<file path="config.mk">
export PLATFORM = sky130hd
export DESIGN_NAME = single_shunt_phase_shift_sampler_unit
export DESIGN_NICKNAME = d
export VERILOG_FILES = /design/src/sv/ssps_pkg.sv /design/src/sv/ssps_pwm_calc.sv /design/src/sv/ssps_recon.sv /design/src/sv/single_shunt_phase_shift_sampler_unit.sv
export VERILOG_INCLUDE_DIRS = /design/src /design/src/sv
export SDC_FILE = /design/constraint.sdc
export NUM_CORES = 1
export LEC_CHECK = 0
export BUFFER_PORTS_ARGS = -buffer_cell sky130_fd_sc_hd__buf_2
export CELL_PAD_IN_SITES_DETAIL_PLACEMENT = 0
export CELL_PAD_IN_SITES_GLOBAL_PLACEMENT = 1
export CORE_ASPECT_RATIO = 0.8
export CORE_MARGIN = 10
export CORE_UTILIZATION = 30
export DETAILED_ROUTE_END_ITERATION = 8
export PLACE_DENSITY = 0.58
export SYNTH_ARGS = -nofsm -noshare
export SYNTH_HDL_FRONTEND = slang
export SYNTH_HIERARCHICAL = 1
export SYNTH_SLANG_ARGS = --single-unit
</file>
<file path="constraint.sdc">
create_clock -name clk -period 15.6 [get_ports clk]
set_input_delay 2.34 -clock clk [delete_from_list [all_inputs] [get_ports clk]]
set_output_delay 2.34 -clock clk [all_outputs]
set_load 0.005 [all_outputs]
</file>
<file path="src/sv/assert_macros.svh">
// ============================================================================
// assert_macros.svh
// Concurrent assertion wrappers shared by the RTL.
// ============================================================================
`ifndef ASSERT_MACROS_SVH
`define ASSERT_MACROS_SVH

`ifndef SYNTHESIS

// checked only while out of reset
`define ASSERT_CLK(label, clk, rst_n, prop, msg) \
    label: assert property (@(posedge clk) disable iff (!rst_n) prop) else $error(msg);

// checked at every edge, reset included
`define ASSERT_ALWAYS(label, clk, prop, msg) \
    label: assert property (@(posedge clk) prop) else $error(msg);

`else

`define ASSERT_CLK(label, clk, rst_n, prop, msg)
`define ASSERT_ALWAYS(label, clk, prop, msg)

`endif

`endif

</file>
<file path="src/sv/ssps_pkg.sv">
// ============================================================================
// ssps_pkg
// Types, codes and sector tables of the single-shunt sampler.
// ============================================================================
package ssps_pkg;

    localparam int ADC_BITS  = 12;
    localparam int DUTY_BITS = 16;
    localparam int SHIFT_BITS = 17;
    localparam int CUR_BITS  = 14;

    localparam logic FUNC_PWM    = 1'b0;
    localparam logic FUNC_SAMPLE = 1'b1;

    localparam logic [1:0] WIN_FIRST  = 2'b01;
    localparam logic [1:0] WIN_SECOND = 2'b10;
    localparam logic [1:0] WIN_BOTH   = 2'b11;
    localparam logic [1:0] WIN_NONE   = 2'b00;

    localparam logic [1:0] CFG_PWM_PERIOD     = 2'd0;
    localparam logic [1:0] CFG_SAMPLE_DELAY   = 2'd1;
    localparam logic [1:0] CFG_MIN_WINDOW     = 2'd2;
    localparam logic [1:0] CFG_CURRENT_OFFSET = 2'd3;

    typedef enum logic [1:0] {
        PH_U = 2'd0,
        PH_V = 2'd1,
        PH_W = 2'd2
    } phase_t;

    typedef logic [DUTY_BITS-1:0]         duty_t;
    typedef logic signed [SHIFT_BITS-1:0] shift_t;
    typedef logic signed [CUR_BITS-1:0]   cur_t;
    typedef logic [ADC_BITS-1:0]          adc_t;

    // s_tdata layout, lowest field last
    typedef struct packed {
        logic [4:0] pad;
        adc_t       adc_second;
        adc_t       adc_first;
        duty_t      duty_w;
        duty_t      duty_v;
        duty_t      duty_u;
        logic [2:0] sector;
    } in_item_t;

    // m_tdata layout, lowest field last
    typedef struct packed {
        logic       pad;
        cur_t       current_w;
        cur_t       current_v;
        cur_t       current_u;
        logic [1:0] window_mode;
        duty_t      trigger_second;
        duty_t      trigger_first;
        shift_t     shift_w;
        shift_t     shift_v;
        shift_t     shift_u;
        duty_t      adj_duty_w;
        duty_t      adj_duty_v;
        duty_t      adj_duty_u;
    } out_item_t;

    // in sel_max, sel_min and sel_mid, sector 0 and 7 behave as sector 6
    function automatic phase_t sel_max(input logic [2:0] s);
        phase_t p;
        unique case (s)
            3'd2, 3'd3: p = PH_V;
            3'd4, 3'd5: p = PH_W;
            default:    p = PH_U;
        endcase
        return p;
    endfunction

    function automatic phase_t sel_min(input logic [2:0] s);
        phase_t p;
        unique case (s)
            3'd1, 3'd2: p = PH_W;
            3'd3, 3'd4: p = PH_U;
            default:    p = PH_V;
        endcase
        return p;
    endfunction

    function automatic phase_t sel_mid(input logic [2:0] s);
        phase_t p;
        unique case (s)
            3'd1, 3'd4: p = PH_V;
            3'd2, 3'd5: p = PH_U;
            default:    p = PH_W;
        endcase
        return p;
    endfunction

    function automatic phase_t rd_first(input logic [2:0] s);
        phase_t p;
        unique case (s)
            3'd1, 3'd2: p = PH_W;
            3'd5, 3'd6: p = PH_V;
            default:    p = PH_U;
        endcase
        return p;
    endfunction

    function automatic phase_t rd_second(input logic [2:0] s);
        phase_t p;
        unique case (s)
            3'd2, 3'd3: p = PH_V;
            3'd4, 3'd5: p = PH_W;
            default:    p = PH_U;
        endcase
        return p;
    endfunction

endpackage

</file>
<file path="src/sv/ssps_pwm_calc.sv">
// ============================================================================
// ssps_pwm_calc
// Phase shift rules, ADC trigger points and window mode for a PWM update.
// ============================================================================
module ssps_pwm_calc #(
    parameter int EDGE_WIDTH = 50,
    parameter int TIMER_BITS = 16
) (
    input  logic [2:0]             sector,
    input  ssps_pkg::duty_t        duty_u,
    input  ssps_pkg::duty_t        duty_v,
    input  ssps_pkg::duty_t        duty_w,
    input  logic [15:0]            pwm_period,
    input  logic [15:0]            sample_delay,
    input  logic [15:0]            min_window,
    output ssps_pkg::duty_t        adj_duty_u,
    output ssps_pkg::duty_t        adj_duty_v,
    output ssps_pkg::duty_t        adj_duty_w,
    output ssps_pkg::shift_t       shift_u,
    output ssps_pkg::shift_t       shift_v,
    output ssps_pkg::shift_t       shift_w,
    output ssps_pkg::duty_t        trigger_first,
    output ssps_pkg::duty_t        trigger_second,
    output logic [1:0]             window_mode
);
    import ssps_pkg::*;

    localparam int CW = 19;
    localparam logic signed [CW-1:0] EW = CW'(EDGE_WIDTH);
    localparam logic [DUTY_BITS-1:0] TMASK =
        DUTY_BITS'((17'd1 << TIMER_BITS) - 17'd1);

    phase_t imax;
    phase_t imin;
    phase_t imid;

    logic signed [CW-1:0] dmax;
    logic signed [CW-1:0] dmin;
    logic signed [CW-1:0] dmid;
    logic signed [CW-1:0] per;
    logic signed [CW-1:0] half;
    logic signed [CW-1:0] win;
    logic signed [CW-1:0] nmax;
    logic signed [CW-1:0] nmin;
    logic signed [CW-1:0] nmid;
    logic signed [CW-1:0] shmax;
    logic signed [CW-1:0] shmin;
    logic signed [CW-1:0] shmid;
    logic signed [CW-1:0] tsum_first;
    logic signed [CW-1:0] tsum_second;
    logic [1:0]           mode;

    function automatic duty_t pick(input phase_t p, input duty_t u, input duty_t v,
                                   input duty_t w);
        duty_t r;
        unique case (p)
            PH_V:    r = v;
            PH_W:    r = w;
            default: r = u;
        endcase
        return r;
    endfunction

    function automatic logic signed [CW-1:0] place(input phase_t p,
        input logic signed [CW-1:0] vmin, input logic signed [CW-1:0] vmax,
        input logic signed [CW-1:0] vmid);
        logic signed [CW-1:0] r;
        if (p == imin)
            r = vmin;
        else if (p == imax)
            r = vmax;
        else
            r = vmid;
        return r;
    endfunction

    assign imax = sel_max(sector);
    assign imin = sel_min(sector);
    assign imid = sel_mid(sector);

    assign dmax = $signed({3'b000, pick(imax, duty_u, duty_v, duty_w)});
    assign dmin = $signed({3'b000, pick(imin, duty_u, duty_v, duty_w)});
    assign dmid = $signed({3'b000, pick(imid, duty_u, duty_v, duty_w)});
    assign per  = $signed({3'b000, pwm_period});
    assign half = $signed({4'b0000, pwm_period[15:1]});
    assign win  = $signed({3'b000, min_window});

    always_comb
    begin
        if (EW < dmin)
        begin
            shmin = EW - dmin;
            nmin  = EW;
        end
        else
        begin
            shmin = '0;
            nmin  = dmin;
        end

        // max at or below half period: shift reported, duty kept
        priority if (dmax <= half)
        begin
            shmax = dmax - EW;
            nmax  = dmax;
        end
        else if (per - EW > dmax)
        begin
            shmax = per - EW - dmax;
            nmax  = per - EW;
        end
        else
        begin
            shmax = '0;
            nmax  = dmax;
        end

        if (dmid <= half)
        begin
            shmid = (half - dmid < dmid) ? half - dmid : dmid;
            nmid  = dmid + shmid;
            mode  = WIN_SECOND | ((nmid - nmin > win) ? WIN_FIRST : WIN_NONE);
        end
        else
        begin
            shmid = (dmid - half < per - dmid) ? half - dmid : dmid - per;
            nmid  = dmid + shmid;
            mode  = WIN_FIRST | ((nmax - nmid > win) ? WIN_SECOND : WIN_NONE);
        end
    end

    assign tsum_first  = nmin + $signed({3'b000, sample_delay});
    assign tsum_second = nmid + $signed({3'b000, sample_delay});

    always_comb
    begin
        adj_duty_u = DUTY_BITS'(place(PH_U, nmin, nmax, nmid));
        adj_duty_v = DUTY_BITS'(place(PH_V, nmin, nmax, nmid));
        adj_duty_w = DUTY_BITS'(place(PH_W, nmin, nmax, nmid));
        shift_u    = SHIFT_BITS'(place(PH_U, shmin, shmax, shmid));
        shift_v    = SHIFT_BITS'(place(PH_V, shmin, shmax, shmid));
        shift_w    = SHIFT_BITS'(place(PH_W, shmin, shmax, shmid));
    end

    assign trigger_first  = tsum_first[DUTY_BITS-1:0] & TMASK;
    assign trigger_second = tsum_second[DUTY_BITS-1:0] & TMASK;
    assign window_mode    = mode;

endmodule

</file>
<file path="src/sv/ssps_recon.sv">
// ============================================================================
// ssps_recon
// Offset removal and three-phase current rebuild from two shunt samples.
// ============================================================================
module ssps_recon (
    input  ssps_pkg::adc_t   adc_first,
    input  ssps_pkg::adc_t   adc_second,
    input  ssps_pkg::adc_t   current_offset,
    input  logic [2:0]       sector_prev,
    input  logic [1:0]       mode_prev,
    output ssps_pkg::cur_t   current_u,
    output ssps_pkg::cur_t   current_v,
    output ssps_pkg::cur_t   current_w
);
    import ssps_pkg::*;

    logic signed [ADC_BITS:0] a;
    logic signed [ADC_BITS:0] b;
    cur_t                     neg_a;
    cur_t                     b_ext;
    cur_t                     a_minus_b;
    logic                     sector_ok;
    phase_t                   pf;
    phase_t                   ps;

    assign a = $signed({1'b0, adc_first}) - $signed({1'b0, current_offset});
    assign b = $signed({1'b0, adc_second}) - $signed({1'b0, current_offset});

    assign neg_a     = -CUR_BITS'(a);
    assign b_ext     = CUR_BITS'(b);
    assign a_minus_b = CUR_BITS'(a) - CUR_BITS'(b);

    assign sector_ok = (sector_prev != 3'd0) && (sector_prev != 3'd7);
    assign pf        = rd_first(sector_prev);
    assign ps        = rd_second(sector_prev);

    function automatic cur_t rebuild(input phase_t p);
        cur_t r;
        r = '0;
        if (sector_ok)
        begin
            unique case (mode_prev)
                WIN_BOTH:   r = (p == pf) ? neg_a : ((p == ps) ? b_ext : a_minus_b);
                WIN_FIRST:  r = (p == pf) ? neg_a : '0;
                WIN_SECOND: r = (p == ps) ? b_ext : '0;
                default:    r = '0;
            endcase
        end
        return r;
    endfunction

    always_comb
    begin
        current_u = rebuild(PH_U);
        current_v = rebuild(PH_V);
        current_w = rebuild(PH_W);
    end

endmodule

</file>
<file path="src/sv/single_shunt_phase_shift_sampler_unit.sv">
// ============================================================================
// single_shunt_phase_shift_sampler_unit
// Single-shunt current sampler with PWM phase shift, top level.
// ============================================================================
// Input stream s_*: s_tuser selects the item kind (0 PWM update, 1 ADC
// sample pair). A PWM update returns adjusted duties, per-phase shifts, two
// ADC trigger points and the window mode; a sample item returns the three
// phase currents rebuilt from the sector and mode left by earlier items.
// Output stream m_*: one result item per input item, in order.
// Config port cfg_*: register index and data; always ready. The user must
// write it only while the block holds no item; the block does not enforce it.
// Path: an item accepted on s_* goes into the input register, through the
// single compute stage, and into the result register that drives m_*.
// Throughput: one item per cycle while m_tready takes each result.
// Stall: a waiting result holds in the result register; one more item is
// still taken into the input register, after which s_tready drops until
// the result is taken.
// Reset: both registers empty, mode and sector history cleared, config
// registers at period 4000, delay 200, window 400, offset 2048.
module single_shunt_phase_shift_sampler_unit #(
    parameter int EDGE_WIDTH = 50,
    parameter int TIMER_BITS = 16
) (
    input  logic         clk,
    input  logic         rst_n,
    input  logic         s_tvalid,
    output logic         s_tready,
    // sector, duty_u, duty_v, duty_w, adc_first, adc_second, zero pad
    input  logic [79:0]  s_tdata,
    // func
    input  logic         s_tuser,
    output logic         m_tvalid,
    input  logic         m_tready,
    // adj_duty_u, adj_duty_v, adj_duty_w, shift_u, shift_v, shift_w,
    // trigger_first, trigger_second, window_mode, current_u, current_v,
    // current_w, zero pad
    output logic [175:0] m_tdata,
    input  logic         cfg_valid,
    output logic         cfg_ready,
    input  logic [1:0]   cfg_index,
    input  logic [15:0]  cfg_data
);
    import ssps_pkg::*;

    `include "assert_macros.svh"

    logic        in_valid_reg;
    logic        in_func_reg;
    in_item_t    in_item_reg;
    logic        out_valid_reg;
    out_item_t   out_item_reg;
    out_item_t   out_item_next;

    logic [15:0] pwm_period_reg;
    logic [15:0] sample_delay_reg;
    logic [15:0] min_window_reg;
    adc_t        current_offset_reg;

    logic [1:0]  mode_now_reg;
    logic [1:0]  mode_prev_reg;
    logic [2:0]  sector_prev_reg;

    logic        advance;
    logic        in_load;
    logic        cfg_write;

    duty_t       p_adj_u, p_adj_v, p_adj_w;
    shift_t      p_sh_u, p_sh_v, p_sh_w;
    duty_t       p_trig1, p_trig2;
    logic [1:0]  p_mode;
    cur_t        r_cur_u, r_cur_v, r_cur_w;

    assign advance   = in_valid_reg && (!out_valid_reg || m_tready);
    assign s_tready  = !in_valid_reg || advance;
    assign in_load   = s_tvalid && s_tready;
    assign cfg_ready = 1'b1;
    assign cfg_write = cfg_valid && cfg_ready;
    assign m_tvalid  = out_valid_reg;
    assign m_tdata   = out_item_reg;

    ssps_pwm_calc #(
        .EDGE_WIDTH (EDGE_WIDTH),
        .TIMER_BITS (TIMER_BITS)
    ) u_pwm (
        .sector         (in_item_reg.sector),
        .duty_u         (in_item_reg.duty_u),
        .duty_v         (in_item_reg.duty_v),
        .duty_w         (in_item_reg.duty_w),
        .pwm_period     (pwm_period_reg),
        .sample_delay   (sample_delay_reg),
        .min_window     (min_window_reg),
        .adj_duty_u     (p_adj_u),
        .adj_duty_v     (p_adj_v),
        .adj_duty_w     (p_adj_w),
        .shift_u        (p_sh_u),
        .shift_v        (p_sh_v),
        .shift_w        (p_sh_w),
        .trigger_first  (p_trig1),
        .trigger_second (p_trig2),
        .window_mode    (p_mode)
    );

    ssps_recon u_recon (
        .adc_first      (in_item_reg.adc_first),
        .adc_second     (in_item_reg.adc_second),
        .current_offset (current_offset_reg),
        .sector_prev    (sector_prev_reg),
        .mode_prev      (mode_prev_reg),
        .current_u      (r_cur_u),
        .current_v      (r_cur_v),
        .current_w      (r_cur_w)
    );

    always_comb
    begin
        out_item_next = '0;
        if (in_func_reg == FUNC_PWM)
        begin
            out_item_next.adj_duty_u     = p_adj_u;
            out_item_next.adj_duty_v     = p_adj_v;
            out_item_next.adj_duty_w     = p_adj_w;
            out_item_next.shift_u        = p_sh_u;
            out_item_next.shift_v        = p_sh_v;
            out_item_next.shift_w        = p_sh_w;
            out_item_next.trigger_first  = p_trig1;
            out_item_next.trigger_second = p_trig2;
            out_item_next.window_mode    = p_mode;
        end
        else
        begin
            out_item_next.current_u = r_cur_u;
            out_item_next.current_v = r_cur_v;
            out_item_next.current_w = r_cur_w;
        end
    end

    always_ff @(posedge clk or negedge rst_n)
    begin
        if (!rst_n)
        begin
            in_valid_reg       <= 1'b0;
            out_valid_reg      <= 1'b0;
            mode_now_reg       <= '0;
            mode_prev_reg      <= '0;
            sector_prev_reg    <= '0;
            pwm_period_reg     <= 16'd4000;
            sample_delay_reg   <= 16'd200;
            min_window_reg     <= 16'd400;
            current_offset_reg <= 12'd2048;
        end
        else
        begin
            if (s_tready)
                in_valid_reg <= s_tvalid;
            if (advance)
                out_valid_reg <= 1'b1;
            else if (m_tready)
                out_valid_reg <= 1'b0;

            if (advance)
            begin
                if (in_func_reg == FUNC_PWM)
                begin
                    mode_prev_reg <= mode_now_reg;
                    mode_now_reg  <= p_mode;
                end
                else
                begin
                    sector_prev_reg <= in_item_reg.sector;
                end
            end

            if (cfg_write)
            begin
                unique case (cfg_index)
                    CFG_PWM_PERIOD:     pwm_period_reg     <= cfg_data;
                    CFG_SAMPLE_DELAY:   sample_delay_reg   <= cfg_data;
                    CFG_MIN_WINDOW:     min_window_reg     <= cfg_data;
                    CFG_CURRENT_OFFSET: current_offset_reg <= cfg_data[ADC_BITS-1:0];
                    default:            ;
                endcase
            end
        end
    end

    always_ff @(posedge clk)
    begin
        if (in_load)
        begin
            in_item_reg <= in_item_t'(s_tdata);
            in_func_reg <= s_tuser;
        end
        if (advance)
            out_item_reg <= out_item_next;
    end

    `ASSERT_CLK(a_ready_when_empty, clk, rst_n,
        !in_valid_reg |-> s_tready,
        "ready low with empty input register")
    `ASSERT_CLK(a_result_kinds_exclusive, clk, rst_n,
        (out_valid_reg && out_item_reg.window_mode != WIN_NONE) |->
        (out_item_reg.current_u == '0 && out_item_reg.current_v == '0 &&
        out_item_reg.current_w == '0),
        "PWM result carries currents")
    `ASSERT_CLK(a_pwm_mode_history, clk, rst_n,
        (advance && in_func_reg == FUNC_PWM) |=>
        (mode_prev_reg == $past(mode_now_reg) && mode_now_reg == out_item_reg.window_mode),
        "mode history not shifted on PWM update")
    `ASSERT_CLK(a_sample_keeps_mode, clk, rst_n,
        (advance && in_func_reg == FUNC_SAMPLE) |=>
        ($stable(mode_now_reg) && $stable(mode_prev_reg) &&
        sector_prev_reg == $past(in_item_reg.sector)),
        "sample item disturbed mode or sector history")

endmodule

</file>
==> key figures <==
Outcome
  • Status: complete, no violations

Timing
  • Final hold vios: 0
  • Worst-margin pin slew: 1400 ps
  • Rel. slew slack: 5.82%
  • Setup Viol. Count Final: 0
  • RSZ-0062 raised after global routing: no
  • Crit share post-route: 87.9%
  • Final Critical Period: 13720 ps
  • Max Slew Vio Count: 0
  • Fmax: 72.9 MHz
  • Final setup TNS: 0 ps
  • Skew final: 36.1 ps

Floorplanning
  • Die area: 109000 um^2
  • Total core area: 95000 um^2
  • Site Rows: 101
  • Die width: 366 um
  • Starting Density: 30.3%
  • IO Count: 283
  • Height of the die: 297 um

Worst setup path
  • Max stage delay on crit path: 950 ps
  • Worst Setup End Kind: flop
  • Reg2Reg Depth: 52
  • R2R setup slack: 1880 ps
  • Crit Reg-Reg Endpoint: m_tdata[132]
  • Crit path required time: 15900 ps
  • Kind of critical path: reg -> reg
  • Crit path max-delay cell type: a2111oi_0
  • Crit path DAT: 14020 ps
  • CP Max Fanout: 18
  • Startpoint types: flop
  • Launching point of the worst reg2reg path: in_item_reg[1]

Yosys
  • Yosys warnings: 6
  • Fraction of registers with async set/reset: 21.6%
  • Post-Synthesis Cells: 3187
  • Post-synth EDFFs: 251
  • Top FF cell, synth: edfxtp_1
  • Sequential area share after synthesis: 32.2%
  • Synth cell types: 104
  • Syn avg cell area: 9.03 um^2
  • Synthesis-stage register bit count: 320
  • Synth Cell Area: 28800 um^2

Routing
  • Routed Antenna Nets: 0
  • Vias post-DR: 24823
  • WL/cell: 23.3 um
  • Drt first pass iters: 5
  • Drt first-iter violations: 2387
  • Overall routed net length: 110000 um
  • Vias/cell: 5.23
  • # DRC: 0

CTS
  • Clk root buf: clkbuf_16
  • Clock sink count: 320
  • Post_cts resized: 0
  • Hold-fix buffers, CTS: 0
  • Setup Fix Bufs, Post-CTS: 0
  • Clock Latency Late Sink: 590 ps
  • CTS max path bufs: 3
  • Clk slew on worst S/H paths: 60 ps
  • CTS tree: done
  • Cts bufs inserted: 40
  • CTS H-Tree Depth: 2

GRT
  • Antenna violations before repair: 8
  • GRT Total Usage: 19.2%
  • Total grt overflow: 0
  • Largest net degree at the start of global routing: 85
  • First-pass GRT wire length: 160000 um
  • Vias in the first global route: 23128

Hold path
  • Hold Path Stages: 1
  • Min-Delay Path Class: reg -> reg
  • Min-delay src: min_window_reg[14]
  • Hold EP: min_window_reg[14]

Finish
  • Non-Filler Instances: 4745
  • Max reg flops: 175
  • Multi-input combinational cell area: 18300 um^2
  • Nets: 3844
  • Area Growth Syn to Fin: 14.6%
  • Sequential standard cell area: 9280 um^2
  • # fillers: 9978
  • Layout cells sized above 1: 15.7%

Placement
  • IO buf count: 275
  • Gpl congestion: 0.889
  • Placed Cells: 4672
  • DP Wirelength: 89500 um

Run
  • Max Cap Viol: 0
-- cell usage after synthesis, drive strengths merged, types with 36 or more instances --
cell      n  area, um^2
ha      299        3740
a21oi   252        1270
edfxtp  251        7540
nor2    250         938
nand2   205         769
inv     204         766
nor2b   182        1140
o21ai   167         840
xnor2   142        1250
clkbuf  108         419
mux2     97        1090
a21o     69         518
o22ai    69         445
xor2     66         578
mux2i    59         591
and2     57         357
nand3    57         285
dfrtp    56        1400
nand2b   48         303
nor3     46         252
a211oi   42         320
o21a     41         308
o21bai   36         270
-- cells in the final DEF (no fill, tap or decap), types with 42 or more instances in the layout --
master	n
xnor2_1	141
inv_1	203
mux2_2	97
o22ai_1	68
nand3_1	57
nand2b_1	47
a21oi_1	250
nor2_1	248
nor2b_1	182
o21ai_0	143
dfrtp_1	56
nand2_1	205
and2_1	55
edfxtp_1	251
buf_2	274
a21o_1	69
ha_1	296
buf_4	42
nor3_1	43
mux2i_1	59
xor2_1	66
-- cells by family after synthesis --
family | Yosys count | share of synthesized area (%)
compound gates | 885 | 19.9
xor+xnor | 208 | 6.35
fa+ha+maj | 313 | 14.0
buf+inv | 341 | 4.61
flops | 320 | 32.2
mux | 156 | 5.85
other cells | 4 | 0.0521
simple gates | 960 | 17.0
-- worst max path at each step --
stage	start	end	slack [ps]	depth (start not counted)
2_1_floorplan	in_item_reg[2]	m_tdata[132]	4260	53
3_3_place_gp	in_item_reg[1]	m_tdata[132]	2430	52
3_5_place_dp	in_item_reg[1]	m_tdata[132]	2210	52
4_1_cts	in_item_reg[1]	m_tdata[132]	2130	52
5_1_grt	in_item_reg[1]	m_tdata[132]	860	52
6_report	in_item_reg[1]	m_tdata[132]	1880	52
-- stage by stage --
| stage | utilization, % | worst slack, ps | cell area [um^2] | hold slack (ps) |
|---|---|---|---|---|
| after floorplan | - | 4260 | 28900 | 475 |
| after global placement | 33.3 | 2430 | 31600 | 488 |
| after detailed placement | 33.3 | 2210 | 31600 | 493 |
| after CTS | 34.7 | 2130 | 33000 | 505 |
| after global routing | 34.7 | 863 | 33000 | 515 |
| final | 34.7 | 1880 | 33000 | 502 |
-- layer usage --
layer | vias up | share of wire, % | GRT usage [%]
met4 | 0 | 1.7 | 3.59
met3 | 88 | 7.4 | 4.27
li1 | 12044 | - | -
met1 | 11876 | 52 | 30.0
met2 | 815 | 39 | 26.5
met5 | - | 0 | 0
-- critical path: cells and delay by family, from the launching register on --
kind | cells | cell delay [ps]
buf+inv | 6 | 1290
compound gates | 21 | 6890
fa+ha+maj | 5 | 1570
simple gates | 16 | 2240
mux | 1 | 330
flops | 1 | 490
xor+xnor | 3 | 580
-- area by class of cell --
cell class	count	area share, %
diodes	1	0.00758
clock buffers	46	3.13
clock inverters	26	0.971
inverters	206	2.34
multi-input cells	2543	55.4
flip-flops and latches	320	28.1
well taps	1287	4.88
repair buffers	316	5.11
Power is left out: the tool's default activity adds up to more than one toggle a clock period on the data nets, which glitch-free logic cannot reach.
